==> src/rtl/dvld_pkg.sv <==
`timescale 1ns / 1ps
`default_nettype none

package dvld_pkg;

	// widths of the item fields
	localparam int unsigned NODE_ID_W    = 32;
	localparam int unsigned BYTE_W       = 8;
	localparam int unsigned ID_WIDTH_DEF = 32;

	// varint coding constants
	localparam int unsigned GROUP_BITS   = 7;
	localparam int unsigned CONT_BIT     = 7;
	localparam logic [6:0]  PAYLOAD_MASK = 7'h7F;
	localparam logic [2:0]  GROUP_LIMIT  = 3'd5;

	// one coded byte of a neighbor list
	typedef struct packed {
		logic [BYTE_W-1:0] data_byte;
		logic              end_of_list;
	} in_item_t;

	// one decoded neighbor id
	typedef struct packed {
		logic [NODE_ID_W-1:0] node_id;
		logic                 last_of_list;
	} out_item_t;

	// decoder status seen by the top level
	typedef struct packed {
		logic       take;
		logic       emit;
		logic       eol;
		logic       first;
		logic [2:0] group;
	} status_t;

endpackage

`default_nettype wire

==> src/rtl/dvld_in_stage.sv <==
`timescale 1ns / 1ps
`default_nettype none

module dvld_in_stage (
	input  wire logic              clk,
	input  wire logic              arst_n,
	input  wire logic              byte_valid,
	output logic                   byte_ready,
	input  wire dvld_pkg::in_item_t byte_item,
	input  wire logic              take,
	output logic                   valid_s1,
	output dvld_pkg::in_item_t     item_s1
);

	// stage is free when empty or being drained this cycle
	assign byte_ready = !valid_s1 || take;

	// control
	always_ff @(posedge clk or negedge arst_n) begin
		if (!arst_n) begin
			valid_s1 <= 1'b0;
		end else if (byte_ready) begin
			valid_s1 <= byte_valid;
		end
	end

	// payload
	always_ff @(posedge clk) begin
		if (byte_valid && byte_ready) begin
			item_s1 <= byte_item;
		end
	end

endmodule

`default_nettype wire

==> src/rtl/dvld_core.sv <==
`timescale 1ns / 1ps
`default_nettype none

module dvld_core #(
	parameter int unsigned ID_WIDTH = dvld_pkg::ID_WIDTH_DEF
) (
	input  wire logic               clk,
	input  wire logic               arst_n,
	input  wire logic               valid_s1,
	input  wire dvld_pkg::in_item_t item_s1,
	output logic                    take,
	output logic                    id_valid,
	input  wire logic               id_ready,
	output dvld_pkg::out_item_t     id_item,
	output dvld_pkg::status_t       status
);

	localparam int unsigned WIDE_W = dvld_pkg::NODE_ID_W + dvld_pkg::GROUP_BITS;

	logic [ID_WIDTH-1:0] acc_q;
	logic [ID_WIDTH-1:0] prev_q;
	logic [2:0]          grp_q;
	logic                first_q;
	logic                out_valid_q;
	dvld_pkg::out_item_t out_q;

	logic [5:0]          shamt;
	logic [WIDE_W-1:0]   part_wide;
	logic [ID_WIDTH-1:0] acc_new;
	logic [ID_WIDTH-1:0] value;
	logic                cont;
	logic                eol;
	logic                ends;
	logic                emit;
	logic                out_free;
	logic                grp_open;

	// shift of the current seven-bit group: 8*g - g
	assign shamt     = ({3'b000, grp_q} << 3) - {3'b000, grp_q};
	assign grp_open  = grp_q < dvld_pkg::GROUP_LIMIT;
	assign part_wide = {{(WIDE_W-7){1'b0}},
		item_s1.data_byte[6:0] & dvld_pkg::PAYLOAD_MASK} << shamt;
	assign acc_new   = grp_open ? (acc_q | part_wide[ID_WIDTH-1:0]) : acc_q;

	// varint end and id reconstruction
	assign cont  = item_s1.data_byte[dvld_pkg::CONT_BIT];
	assign eol   = item_s1.end_of_list;
	assign ends  = !cont || eol;
	assign value = first_q ? acc_new : (prev_q + acc_new);

	// handshake toward the result register
	assign out_free = !out_valid_q || id_ready;
	assign emit     = valid_s1 && ends;
	assign take     = valid_s1 && (!ends || out_free);

	// decode state
	always_ff @(posedge clk or negedge arst_n) begin
		if (!arst_n) begin
			acc_q   <= '0;
			prev_q  <= '0;
			grp_q   <= '0;
			first_q <= 1'b1;
		end else if (take) begin
			if (!ends) begin
				acc_q <= acc_new;
				if (grp_open) begin
					grp_q <= grp_q + 3'd1;
				end
			end else if (eol) begin
				acc_q   <= '0;
				prev_q  <= '0;
				grp_q   <= '0;
				first_q <= 1'b1;
			end else begin
				acc_q   <= '0;
				prev_q  <= value;
				grp_q   <= '0;
				first_q <= 1'b0;
			end
		end
	end

	// result register control
	always_ff @(posedge clk or negedge arst_n) begin
		if (!arst_n) begin
			out_valid_q <= 1'b0;
		end else if (out_free) begin
			out_valid_q <= emit;
		end
	end

	// result register payload
	always_ff @(posedge clk) begin
		if (emit && out_free) begin
			out_q.node_id      <= dvld_pkg::NODE_ID_W'(value);
			out_q.last_of_list <= eol;
		end
	end

	assign id_valid = out_valid_q;
	assign id_item  = out_q;

	assign status.take  = take;
	assign status.emit  = emit;
	assign status.eol   = eol;
	assign status.first = first_q;
	assign status.group = grp_q;

endmodule

`default_nettype wire

==> src/rtl/delta_varint_list_decoder.sv <==
// Delta-coded base-128 varint neighbor list decoder.
// byte channel (byte_valid/byte_ready/byte_item): one coded byte per item,
//   bit 7 continuation, bits 6..0 payload, plus an end_of_list flag.
// id channel (id_valid/id_ready/id_item): one decoded absolute node id per
//   finished varint, with last_of_list set on the list's final id.
// A varint ends at a byte with the continuation bit clear, or at the list's
// final byte; the first id of a list is taken as is, later ones add to the
// previous id modulo 2^ID_WIDTH. Payload bits beyond ID_WIDTH are dropped.
// An id's final byte lands in the input register; the id is loaded into the
// result register when the core takes that byte.
// Throughput: one byte per cycle while no finishing byte is held; the per-byte
// shift, OR and add sit between the input register and the result register.
// Reset clears the accumulator, group count and previous id, and empties both
// registers. End of list does the same to the decode state.
// When id_ready is low a pending id is held; bytes that do not finish a
// varint keep flowing, and a finishing byte waits in the input register.
`timescale 1ns / 1ps
`default_nettype none

module delta_varint_list_decoder #(
	parameter int unsigned ID_WIDTH = dvld_pkg::ID_WIDTH_DEF
) (
	input  wire logic                clk,
	input  wire logic                arst_n,
	input  wire logic                byte_valid,
	output logic                     byte_ready,
	input  wire dvld_pkg::in_item_t  byte_item,
	output logic                     id_valid,
	input  wire logic                id_ready,
	output dvld_pkg::out_item_t      id_item
);

	logic               valid_s1;
	dvld_pkg::in_item_t item_s1;
	logic               take;
	dvld_pkg::status_t  status;

	// input register
	dvld_in_stage u_in_stage (
		.clk        (clk),
		.arst_n     (arst_n),
		.byte_valid (byte_valid),
		.byte_ready (byte_ready),
		.byte_item  (byte_item),
		.take       (take),
		.valid_s1   (valid_s1),
		.item_s1    (item_s1)
	);

	// decode and result register
	dvld_core #(
		.ID_WIDTH (ID_WIDTH)
	) u_core (
		.clk      (clk),
		.arst_n   (arst_n),
		.valid_s1 (valid_s1),
		.item_s1  (item_s1),
		.take     (take),
		.id_valid (id_valid),
		.id_ready (id_ready),
		.id_item  (id_item),
		.status   (status)
	);

	// group count never passes its limit
	a_group_limit: assert property (@(posedge clk) disable iff (!arst_n)
		status.group <= dvld_pkg::GROUP_LIMIT)
		else $error("group count beyond limit");

	// a finished varint always shows up at the output next cycle
	a_emit_shows: assert property (@(posedge clk) disable iff (!arst_n)
		status.take && status.emit |=> id_valid)
		else $error("finished varint not presented");

	// end of list restores the first-id state
	a_eol_clears: assert property (@(posedge clk) disable iff (!arst_n)
		status.take && status.emit && status.eol |=> status.first && status.group == 3'd0)
		else $error("end of list did not clear state");

	// a finishing byte only waits on a stalled result
	a_stall_cause: assert property (@(posedge clk) disable iff (!arst_n)
		status.emit && !status.take |-> id_valid && !id_ready)
		else $error("finishing item held without output stall");

endmodule

`default_nettype wire

==> config.mk <==
export PLATFORM = sky130hd
export DESIGN_NAME = delta_varint_list_decoder
export DESIGN_NICKNAME = d
export VERILOG_FILES = /design/src/rtl/dvld_pkg.sv /design/src/rtl/dvld_in_stage.sv /design/src/rtl/dvld_core.sv /design/src/rtl/delta_varint_list_decoder.sv
export SDC_FILE = /design/constraint.sdc
export NUM_CORES = 1
export LEC_CHECK = 0
export BUFFER_PORTS_ARGS = -buffer_cell sky130_fd_sc_hd__buf_2
export CAP_MARGIN = 0
export CELL_PAD_IN_SITES_DETAIL_PLACEMENT = 0
export CELL_PAD_IN_SITES_GLOBAL_PLACEMENT = 1
export CORE_MARGIN = 2
export CORE_UTILIZATION = 43
export DETAILED_ROUTE_END_ITERATION = 10
export GPL_ROUTABILITY_DRIVEN = 0
export GPL_TIMING_DRIVEN = 1
export PLACE_DENSITY_LB_ADDON = 0.1
export SLEW_MARGIN = 20
export SYNTH_ARGS = -nofsm -noshare
export SYNTH_HDL_FRONTEND = slang
export SYNTH_HIERARCHICAL = 1
export SYNTH_SLANG_ARGS = --single-unit
==> constraint.sdc <==
create_clock -name clk -period 4.4 [get_ports clk]
set_clock_uncertainty 0.1 [all_clocks]
set_input_delay 0.88 -clock clk [delete_from_list [all_inputs] [get_ports clk]]
set_output_delay 0.88 -clock clk [all_outputs]
set_load 0.03 [all_outputs]
**Yosys cells after proc, flatten, opt, wreduce, memory -nomap -nowiden**

Index checks and enable logic that the tools add are counted.

- Flip-flop bits (word level): 112
- Input port bits: 13
- Output and inout port bits: 35
- Logic and storage cells: 38

- Add/sub/neg operators: 3
- $lt $le $gt $ge: 1
- Shift-type cells: 1
- Multiplexer cells: 7
- Bitwise gates (word level): 1
- Reductions and logical operators: 15

Operator list:

| operator | number |
|---|---|
| 32-bit two-way mux | 4 |
| 32-bit adder | 1 |
| 32-bit bitwise OR | 1 |
| 7-bit by 6-bit << shifter with 32-bit output | 1 |
| 3-bit two-way mux | 2 |
| 6-bit by 3-bit subtractor with 6-bit output | 1 |
| 1-bit logical AND | 4 |
| 1-bit zero test | 4 |
| 1-bit logical OR | 4 |
| 2-bit AND reduction | 2 |
| 3-bit by 1-bit adder with 3-bit output (second input constant) | 1 |
| 3-bit less-than comparator (second input constant) | 1 |
| 2-bit nonzero test | 1 |
| 1-bit two-way mux | 1 |

**Logic depth before layout (Yosys ltp)**

Gate-level depths: netlist (run 1).

- Depth after elaboration: 7
- Depth in mapped cells: 22

**Hierarchy**

Netlist (run 1), hierarchy kept.

Modules (own cells, without submodules):

| module | times used | cells each | area each (sq um) | seq. area each (sq um) |
|---|---|---|---|---|
| dvld_core | 1 | 652 | 6,139.6 | 2,718.9 |
| dvld_in_stage | 1 | 13 | 324.1 | 295.3 |

**Worst setup path before layout (run 1)**

No wires, ideal clock.

- Path kind: register to register
- From: register u_core.grp_q[0]
- To: register u_core.prev_q[31]
- Setup time: 0.126 ns
- Arrival time: 4.281 ns
- Data required time: 4.174 ns
- Path slack: -0.107 ns
- Cell stages (with the launch flop): 21
- Path buffers: 2
- Clock period less this slack: 4.507 ns
- Path through: dfrtp_1 buf_2 inv_1 ha_1 buf_2 xor2_1 mux2_2 o21ai_1 nor4_1 or2_1 ha_1 a21oi_1 o21ai_1 a21oi_2 nand2_1 or3_1 a21oi_2 o211ai_2 and3_4 o31a_1 a221o_1

- Longest elaborated chain between the ends: 7
- Elaborated cells between the ends (all ways): 8
- Those cells by class: add/sub (2); order compare (1); shift (1); mux (3); bitwise (1)

Ends and longest elaborated chain:

| what | line | text |
|---|---|---|
| from (decl) | dvld_core.sv:22 | `logic [2:0] grp_q;` |
| from (signal assigned) | dvld_core.sv:67 | `grp_q <= grp_q + 3'd1;` |
| 6-bit by 3-bit subtractor with 6-bit output | dvld_core.sv:39 | `assign shamt = ({3'b000, grp_q} << 3) - {3'b000, grp_q};` |
| 7-bit by 6-bit << shifter with 32-bit output | dvld_core.sv:41 | `assign part_wide = {{(WIDE_W-7){1'b0}},` |
| 32-bit bitwise OR | dvld_core.sv:43 | `assign acc_new = grp_open ? (acc_q \| part_wide[ID_WIDTH-1:0]) : acc_q;` |
| 32-bit two-way mux (*) | dvld_core.sv:43 |  |
| 32-bit adder | dvld_core.sv:49 | `assign value = first_q ? acc_new : (prev_q + acc_new);` |
| 32-bit two-way mux (*) | dvld_core.sv:49 |  |
| 32-bit two-way mux (*) | dvld_core.sv:69 | `end else if (eol) begin` |
| to (signal assigned) | dvld_core.sv:76 | `prev_q <= value;` |
| to (decl) | dvld_core.sv:21 | `logic [ID_WIDTH-1:0] prev_q;` |

Every way passes the cells marked *; elsewhere a longest branch is shown, timed or not.
A chain may end at the register's enable or synchronous reset.

**Final worst setup path (run 1)**

- From: register u_core.grp_q[1]
- To: register u_core.prev_q[31]

The elaborated chain is that of the path after synthesis.

==> impl_metrics.env, run 1 <==
export IMPL_finalInstanceArea_um2=7566
export IMPL_slew_violations=0
export IMPL_fp_dieArea_um2=15960
export IMPL_drcViolationCount=0
export IMPL_grt_max_degree=50
export IMPL_first_pass_iters=5
export IMPL_cts_buffers=9
export IMPL_synth_nets=708
export IMPL_combPwrFrac_pct=46.4
export IMPL_syn_cell_area_um2=6434
export IMPL_antenna_found_initial=0
export IMPL_min_path_cells=2
export IMPL_worstSetupPathType="flip-flop to flip-flop"
export IMPL_fin_util_pct=51.86
export IMPL_r2r_start="u_core/grp_q[1]$_DFFE_PN0P_"
export IMPL_worst_pin_slew_ns=0.9647
export IMPL_post_route_period_util_pct=96.01
export IMPL_area_delta_synth_final_pct=17.60
export IMPL_wl_per_cell_um=19.05
export IMPL_hold_viol=0
export IMPL_pwr_density_cell_nw_per_um2=553.4
export IMPL_seqPwrFrac_pct=34.9
export IMPL_crit_fanout=17
export IMPL_clock_path_buffers=2
export IMPL_vias=5236
export IMPL_grt_pass1_wl_um=28160
export IMPL_start_util_pct=44.10
export IMPL_crit_arrival_ns=4.37
export IMPL_cts_tree="yes"
export IMPL_die_h_um=126.3
export IMPL_crit_required_ns=4.54
export IMPL_ant_nets=0
export IMPL_placed_cell_area_um2=7074
export IMPL_synth_area_per_cell_um2=9.733
export IMPL_ys_warnings_count=6
export IMPL_path_clk_slew_ns=0.07
export IMPL_p_total_mw=4.187
export IMPL_fin_nets=777
export IMPL_cts_hold_buffers=0
export IMPL_ir_worst_vdd_v=0.0003154
export IMPL_drt_wl_total_um=17510
export IMPL_pin_count=48
export IMPL_fmax_ghz=0.2367
export IMPL_hp_start="u_core/acc_q[20]$_DFFE_PN0P_"
export IMPL_setup_tns_ns=0
export IMPL_syn_inst=661
export IMPL_drtIter0Drc=402
export IMPL_overflow=0
export IMPL_status="finished, final reports clean"
export IMPL_period_needed_ns=4.224
export IMPL_hpwl_um=12110
export IMPL_r2r_cells=17
export IMPL_swShare_pct=40.00
export IMPL_viasPerCell=5.697
export IMPL_grt_pass1_vias=5216
export IMPL_drive_above_1_share_pct=21.22
export IMPL_cts_root_buf="clkbuf_16"
export IMPL_insertion_delay_ns=0.36
export IMPL_cp_end_kind="flip-flop"
export IMPL_r2r_end="u_core/prev_q[31]$_DFFE_PN0P_"
export IMPL_intPower_mw=2.512
export IMPL_core_um2=14590
export IMPL_clock_sinks=112
export IMPL_slew_headroom_pct=35.69
export IMPL_hold_path_class="flip-flop to flip-flop"
export IMPL_die_x_um=126.3
export IMPL_rrSetupSlack_ns=0.18
export IMPL_io_buffer_count=47
export IMPL_startpoint_type="flip-flop"
export IMPL_power_frac_clock_pct=18.6
export IMPL_rows=44
export IMPL_grt_usage_pct=22.59
export IMPL_min_to="u_core/acc_q[20]$_DFFE_PN0P_"
export IMPL_setup_violations=0
export IMPL_switchingPower_mw=1.675
export IMPL_cap_violations=0
export IMPL_h_tree_depth=3
export IMPL_n_antenna_cell=0
export IMPL_leakagePower_nw=3.543
## how the worst max path moves through the flow
| stage | from | to | slack [ns] | depth (start not counted) |
|---|---|---|---|---|
| after global routing | u_core/grp_q[1]$_DFFE_PN0P_ | u_core/id_item[31]$_DFFE_PP_ | -0.03 | 20 |
| after floorplan | u_core/grp_q[0]$_DFFE_PN0P_ | u_core/prev_q[31]$_DFFE_PN0P_ | 0.02 | 20 |
| after CTS | u_core/grp_q[0]$_DFFE_PN0P_ | u_core/prev_q[31]$_DFFE_PN0P_ | 0.005 | 19 |
| after detailed placement | u_core/grp_q[0]$_DFFE_PN0P_ | u_core/prev_q[31]$_DFFE_PN0P_ | 0.02 | 19 |
| after global placement | u_core/grp_q[0]$_DFFE_PN0P_ | u_core/id_item[31]$_DFFE_PP_ | 0.11 | 20 |
| final | u_core/grp_q[1]$_DFFE_PN0P_ | u_core/prev_q[31]$_DFFE_PN0P_ | 0.18 | 17 |
## metal layers
metal	routed length [µm]	vias to the layer above	GRT usage, %
met5	0	-	0
met2	7709	115	34.25
met4	288	0	5.688
met1	8799	2579	33.29
li1	-	2519	-
met3	709	23	4.682
## registers in the layout, indices dropped and copies added (netlist names)
signal,cells
u_core/acc_q,32
u_core/first_q,1
u_core/prev_q,32
u_core/id_item,33
u_in_stage/valid_s1,1
u_core/grp_q,3
u_core/id_valid,1
u_in_stage/item_s1,9
## worst max-delay path: stages, from the launching register on
cell and delay (ns):
dfrtp_1 0.38, buf_4 0.20, or2_2 0.35, o21ai_0 0.19, a22o_1 0.26, a31oi_4 0.13
o21bai_2 0.17, ha_1 0.31, a21oi_1 0.19, o211ai_1 0.13, o211ai_1 0.16, a21boi_1 0.13
a22o_2 0.31, a21oi_4 0.21, o211ai_2 0.15, and3_4 0.20, o31a_1 0.29, a221o_1 0.26
## through the flow
step           hold WS (ns)  setup slack [ns]  cells
2_1_floorplan        0.3244           0.01947    661
3_3_place_gp         0.3725            0.1095    899
3_5_place_dp         0.3810           0.01663    899
4_1_cts              0.3962          0.004670    915
5_1_grt              0.4141          -0.02595    919
6_report             0.3914            0.1756    919
## power by group through the flow
| stage | clock (mW) | combinational (mW) | sequential, mW |
|---|---|---|---|
| after floorplan | 0 | 1.11 | 1.61 |
| final | 0.781 | 1.94 | 1.46 |
| after detailed placement | 0 | 1.81 | 1.48 |
| after global placement | 0 | 1.78 | 1.48 |
| after global routing | 0.844 | 2.13 | 1.49 |
| after CTS | 0.807 | 1.82 | 1.46 |
## layout make-up
class / instances / area (µm²)
inverters: 27 / 101.3
clock inverters: 3 / 18.77
clock buffers: 13 / 250.2
well taps: 184 / 230.2
flip-flops and latches: 112 / 3014
fillers: 1367 / 7023
repair buffers: 89 / 558.0
multi-input cells: 491 / 3393
## what timing repair did
action	in CTS	in global routing
gates resized for setup	1	43
pin swaps	0	10
setup endpoints to repair	1	24
buffers inserted	0	4
## cells in the final DEF (no fill, tap or decap), types with 4 or more instances in the layout
cell type   n
or2_2       4
nand2b_1   10
dfrtp_1    69
nor3_1      9
a21o_1     23
buf_4      40
a21oi_4     4
nand3_1     7
a21boi_0   11
o21ai_2     4
xnor2_1    14
o21a_1      5
buf_2      47
a22o_1     29
edfxtp_1   42
mux2_2      6
a21oi_2     7
a21oi_1    60
ha_1       28
xor2_1     14
nor2_1     63
nor2b_1     6
o21ai_1     9
and3_1      6
and2_1      7
a31oi_1     9
clkbuf_16   9
mux2i_1     6
inv_1      25
o21ai_0    24
nand2_1    61
Power figures use the tool's default switching activity.
==> run 2, diff against run 1 <==
--- a/config.mk
+++ b/config.mk
@@ -5,12 +5,13 @@
 export SDC_FILE = /design/constraint.sdc
 export NUM_CORES = 1
 export LEC_CHECK = 0
+export ABC_AREA = 1
 export BUFFER_PORTS_ARGS = -buffer_cell sky130_fd_sc_hd__buf_2
 export CAP_MARGIN = 0
 export CELL_PAD_IN_SITES_DETAIL_PLACEMENT = 0
 export CELL_PAD_IN_SITES_GLOBAL_PLACEMENT = 1
 export CORE_MARGIN = 2
-export CORE_UTILIZATION = 43
+export CORE_UTILIZATION = 41
 export DETAILED_ROUTE_END_ITERATION = 10
 export GPL_ROUTABILITY_DRIVEN = 0
 export GPL_TIMING_DRIVEN = 1
==> run 2 against run 1 <==
Compared with the run above: non-clock buffer count down 29; critical path depth up 3; maximum frequency up 3.7%; combinational power up 29%; critical endpoint is now u_core/id_item[25]$_DFFE_PP_.
==> impl_metrics.env, run 2 <==
export IMPL_status="finished, final reports clean"
export IMPL_fmax_ghz=0.2455
export IMPL_area_delta_synth_final_pct=11.55
export IMPL_die_x_um=138.7
export IMPL_setup_ws_ns=0.3272
export IMPL_clock_path_buffers=2
export IMPL_drt_wl_total_um=23450
export IMPL_die_h_um=138.7
export IMPL_startpoint_type="flip-flop"
export IMPL_crit_arrival_ns=4.10
export IMPL_slew_headroom_pct=36.17
export IMPL_grt_use_met1_pct=35.06
export IMPL_insertion_delay_ns=0.38
export IMPL_start_util_pct=41.57
export IMPL_pwr_density_cell_nw_per_um2=588.7
export IMPL_p_total_mw=4.887
export IMPL_setup_tns_ns=0
export IMPL_grt_max_degree=71
export IMPL_synth_nets=1090
export IMPL_ys_warnings_count=6
export IMPL_worstSetupPathType="flip-flop to flip-flop"
export IMPL_switchingPower_mw=2.353
export IMPL_hold_path_class="input port to asynchronous set/reset pin"
export IMPL_grt_pass1_wl_um=36920
export IMPL_n_fill_cell=1924
export IMPL_slowest_stage="fa_1"
export IMPL_path_clk_slew_ns=0.09
export IMPL_fp_dieArea_um2=19240
export IMPL_hpwl_um=17660
export IMPL_ant_nets=0
export IMPL_n_antenna_cell=0
export IMPL_period_needed_ns=4.073
export IMPL_worst_pin_slew_ns=0.9552
export IMPL_layout_cells_non_filler=1325
export IMPL_whs_ns=0.3512
export IMPL_setup_violations=0
export IMPL_grt_usage_pct=24.81
export IMPL_max_stage_delay_ns=0.45
export IMPL_swShare_pct=48.15
export IMPL_io_buffer_count=47
export IMPL_vias=6899
export IMPL_wl_per_cell_um=17.70
export IMPL_synth_area_per_cell_um2=7.135
export IMPL_crit_chain="inv_1, ha_1, inv_1, nor2_2, nor2_2, inv_2, nand3_1, o21ai_1, ha_1, inv_1, fa_1, o21ai_2, nand2_1, nand2_1, nand2_1, nand2_1, nand2_1, nand3_1, nand3_1, and2_1"
export IMPL_final_common_cell="nand2_1"
export IMPL_cts_setup_buffers=0
export IMPL_cts_buffers=9
export IMPL_gr_max_usage_layer="met2"
export IMPL_numPlacedInstances=1308
export IMPL_crit_required_ns=4.43
export IMPL_multi_input_area_um2=3754
export IMPL_largest_register_ffs=33
export IMPL_syn_inst=1043
export IMPL_final_cell_mix="nand2_1 (350), inv_1 (143), nor2_1 (78), nand3_1 (77), a21oi_1 (73)"
export IMPL_combPwrFrac_pct=51.4
export IMPL_worst_path_most_repeated_cell="nand2_1"
export IMPL_antenna_found_initial=0
export IMPL_viasPerCell=5.207
export IMPL_h_tree_depth=3
export IMPL_power_frac_clock_pct=18.4
export IMPL_intPower_mw=2.534
export IMPL_use_met2_pct=39.60
export IMPL_overflow=0
export IMPL_hold_viol=0
export IMPL_cts_root_buf="clkbuf_16"
export IMPL_grt_pass1_vias=6593
export IMPL_rows=49
export IMPL_first_pass_iters=5
export IMPL_fin_nets=1138
export IMPL_core_um2=17900
export IMPL_cts_tree="yes"
export IMPL_use_met3_pct=3.522
export IMPL_drtIter0Drc=498
export IMPL_drcViolationCount=0
export IMPL_ir_worst_vdd_v=0.0002980
export IMPL_leakagePower_nw=4.205
export IMPL_post_route_period_util_pct=92.56
export IMPL_drive_above_1_share_pct=11.77
export IMPL_syn_cell_area_um2=7442
export IMPL_cp_end_kind="flip-flop"
export IMPL_rsz0062_at_grt="false"
export IMPL_seqPwrFrac_pct=30.3
export IMPL_cap_violations=0
export IMPL_clock_sinks=112
export IMPL_place_ws_ns=0.3199
export IMPL_crit_fanout=12
export IMPL_regArea_um2=3014
export IMPL_slew_violations=0
export IMPL_pin_count=48
run 2: cell types whose count changed in the layout (fill, tap and decap cells not counted), sizes merged, moves of 11 or more:
cell    before  now
a22o        30    1
nand3        7   79
xor2        15    1
o21ai       37   65
nor2        65   84
buf         89   60
nand2b      11    0
inv         27  156
nand2       61  351
a21boi      14    2
a21o        23    2
xnor2       14    2
run 2: power groups by stage:
stage	logic (mW)	clock network [mW]	registers [mW]
final	2.51	0.897	1.48
after global routing	2.78	0.957	1.51
after CTS	2.49	0.918	1.48
after detailed placement	2.48	0	1.50
after global placement	2.50	0	1.50
after floorplan	1.57	0	1.68
run 2: per-stage QoR:
step	utilization [%]	cell area [µm²]
3_3_place_gp	44.43	7954
2_1_floorplan	-	7442
3_5_place_dp	44.43	7954
4_1_cts	46.24	8278
6_report	46.37	8302
5_1_grt	46.37	8302
run 2: path summary, 6_finish.rpt:
| check | to | cells past startpoint | startpoint | slack [ns] |
|---|---|---|---|---|
| setup / recovery | u_core/id_item[25]$_DFFE_PP_ | 20 | u_core/grp_q[1]$_DFFE_PN0P_ | 0.33 |
| hold / removal | u_core/grp_q[1]$_DFFE_PN0P_ | 1 | arst_n | 0.35 |
| setup reg to reg | u_core/id_item[25]$_DFFE_PP_ | 20 | u_core/grp_q[1]$_DFFE_PN0P_ | 0.33 |
| hold reg to reg | u_core/id_item[0]$_DFFE_PP_ | 0 | u_in_stage/item_s1[0]$_DFFE_PP_ | 0.36 |
| max in group asynchronous | u_core/acc_q[13]$_DFFE_PN0P_ | 2 | arst_n | 3.24 |
| min in group clk | u_core/id_item[0]$_DFFE_PP_ | 0 | u_in_stage/item_s1[0]$_DFFE_PP_ | 0.36 |
run 2: area by class of cell:
cell class | count | area share [%]
Clock buffer | 9 | 2.713
Clock inverter | 7 | 1.191
Inverter | 153 | 6.933
Multi-Input combinational cell | 755 | 45.21
Sequential cell | 112 | 36.31
Tap cell | 229 | 3.451
Timing Repair Buffer | 60 | 4.190
run 2: layer usage:
layer | share of wire (%) | vias up
met2 | 45 | 162
met3 | 3.7 | 35
met1 | 49 | 3244
met4 | 3.1 | 0
met5 | 0 | -
li1 | - | 3458
run 2: worst max-delay path, delay by kind of cell, from the launching register on:
family,cells,cell delay [ns]
AND/OR/NAND/NOR,11,1.29
flip-flops,1,0.42
AO/OA/AOI/OAI,2,0.52
adder cells (fa/ha/maj),3,1.00
buffers and inverters,4,0.49
run 2: what timing repair did:
item	in CTS	in global routing
endpoints found under the setup margin	0	3
hold buffers	0	0
resized for setup	0	1
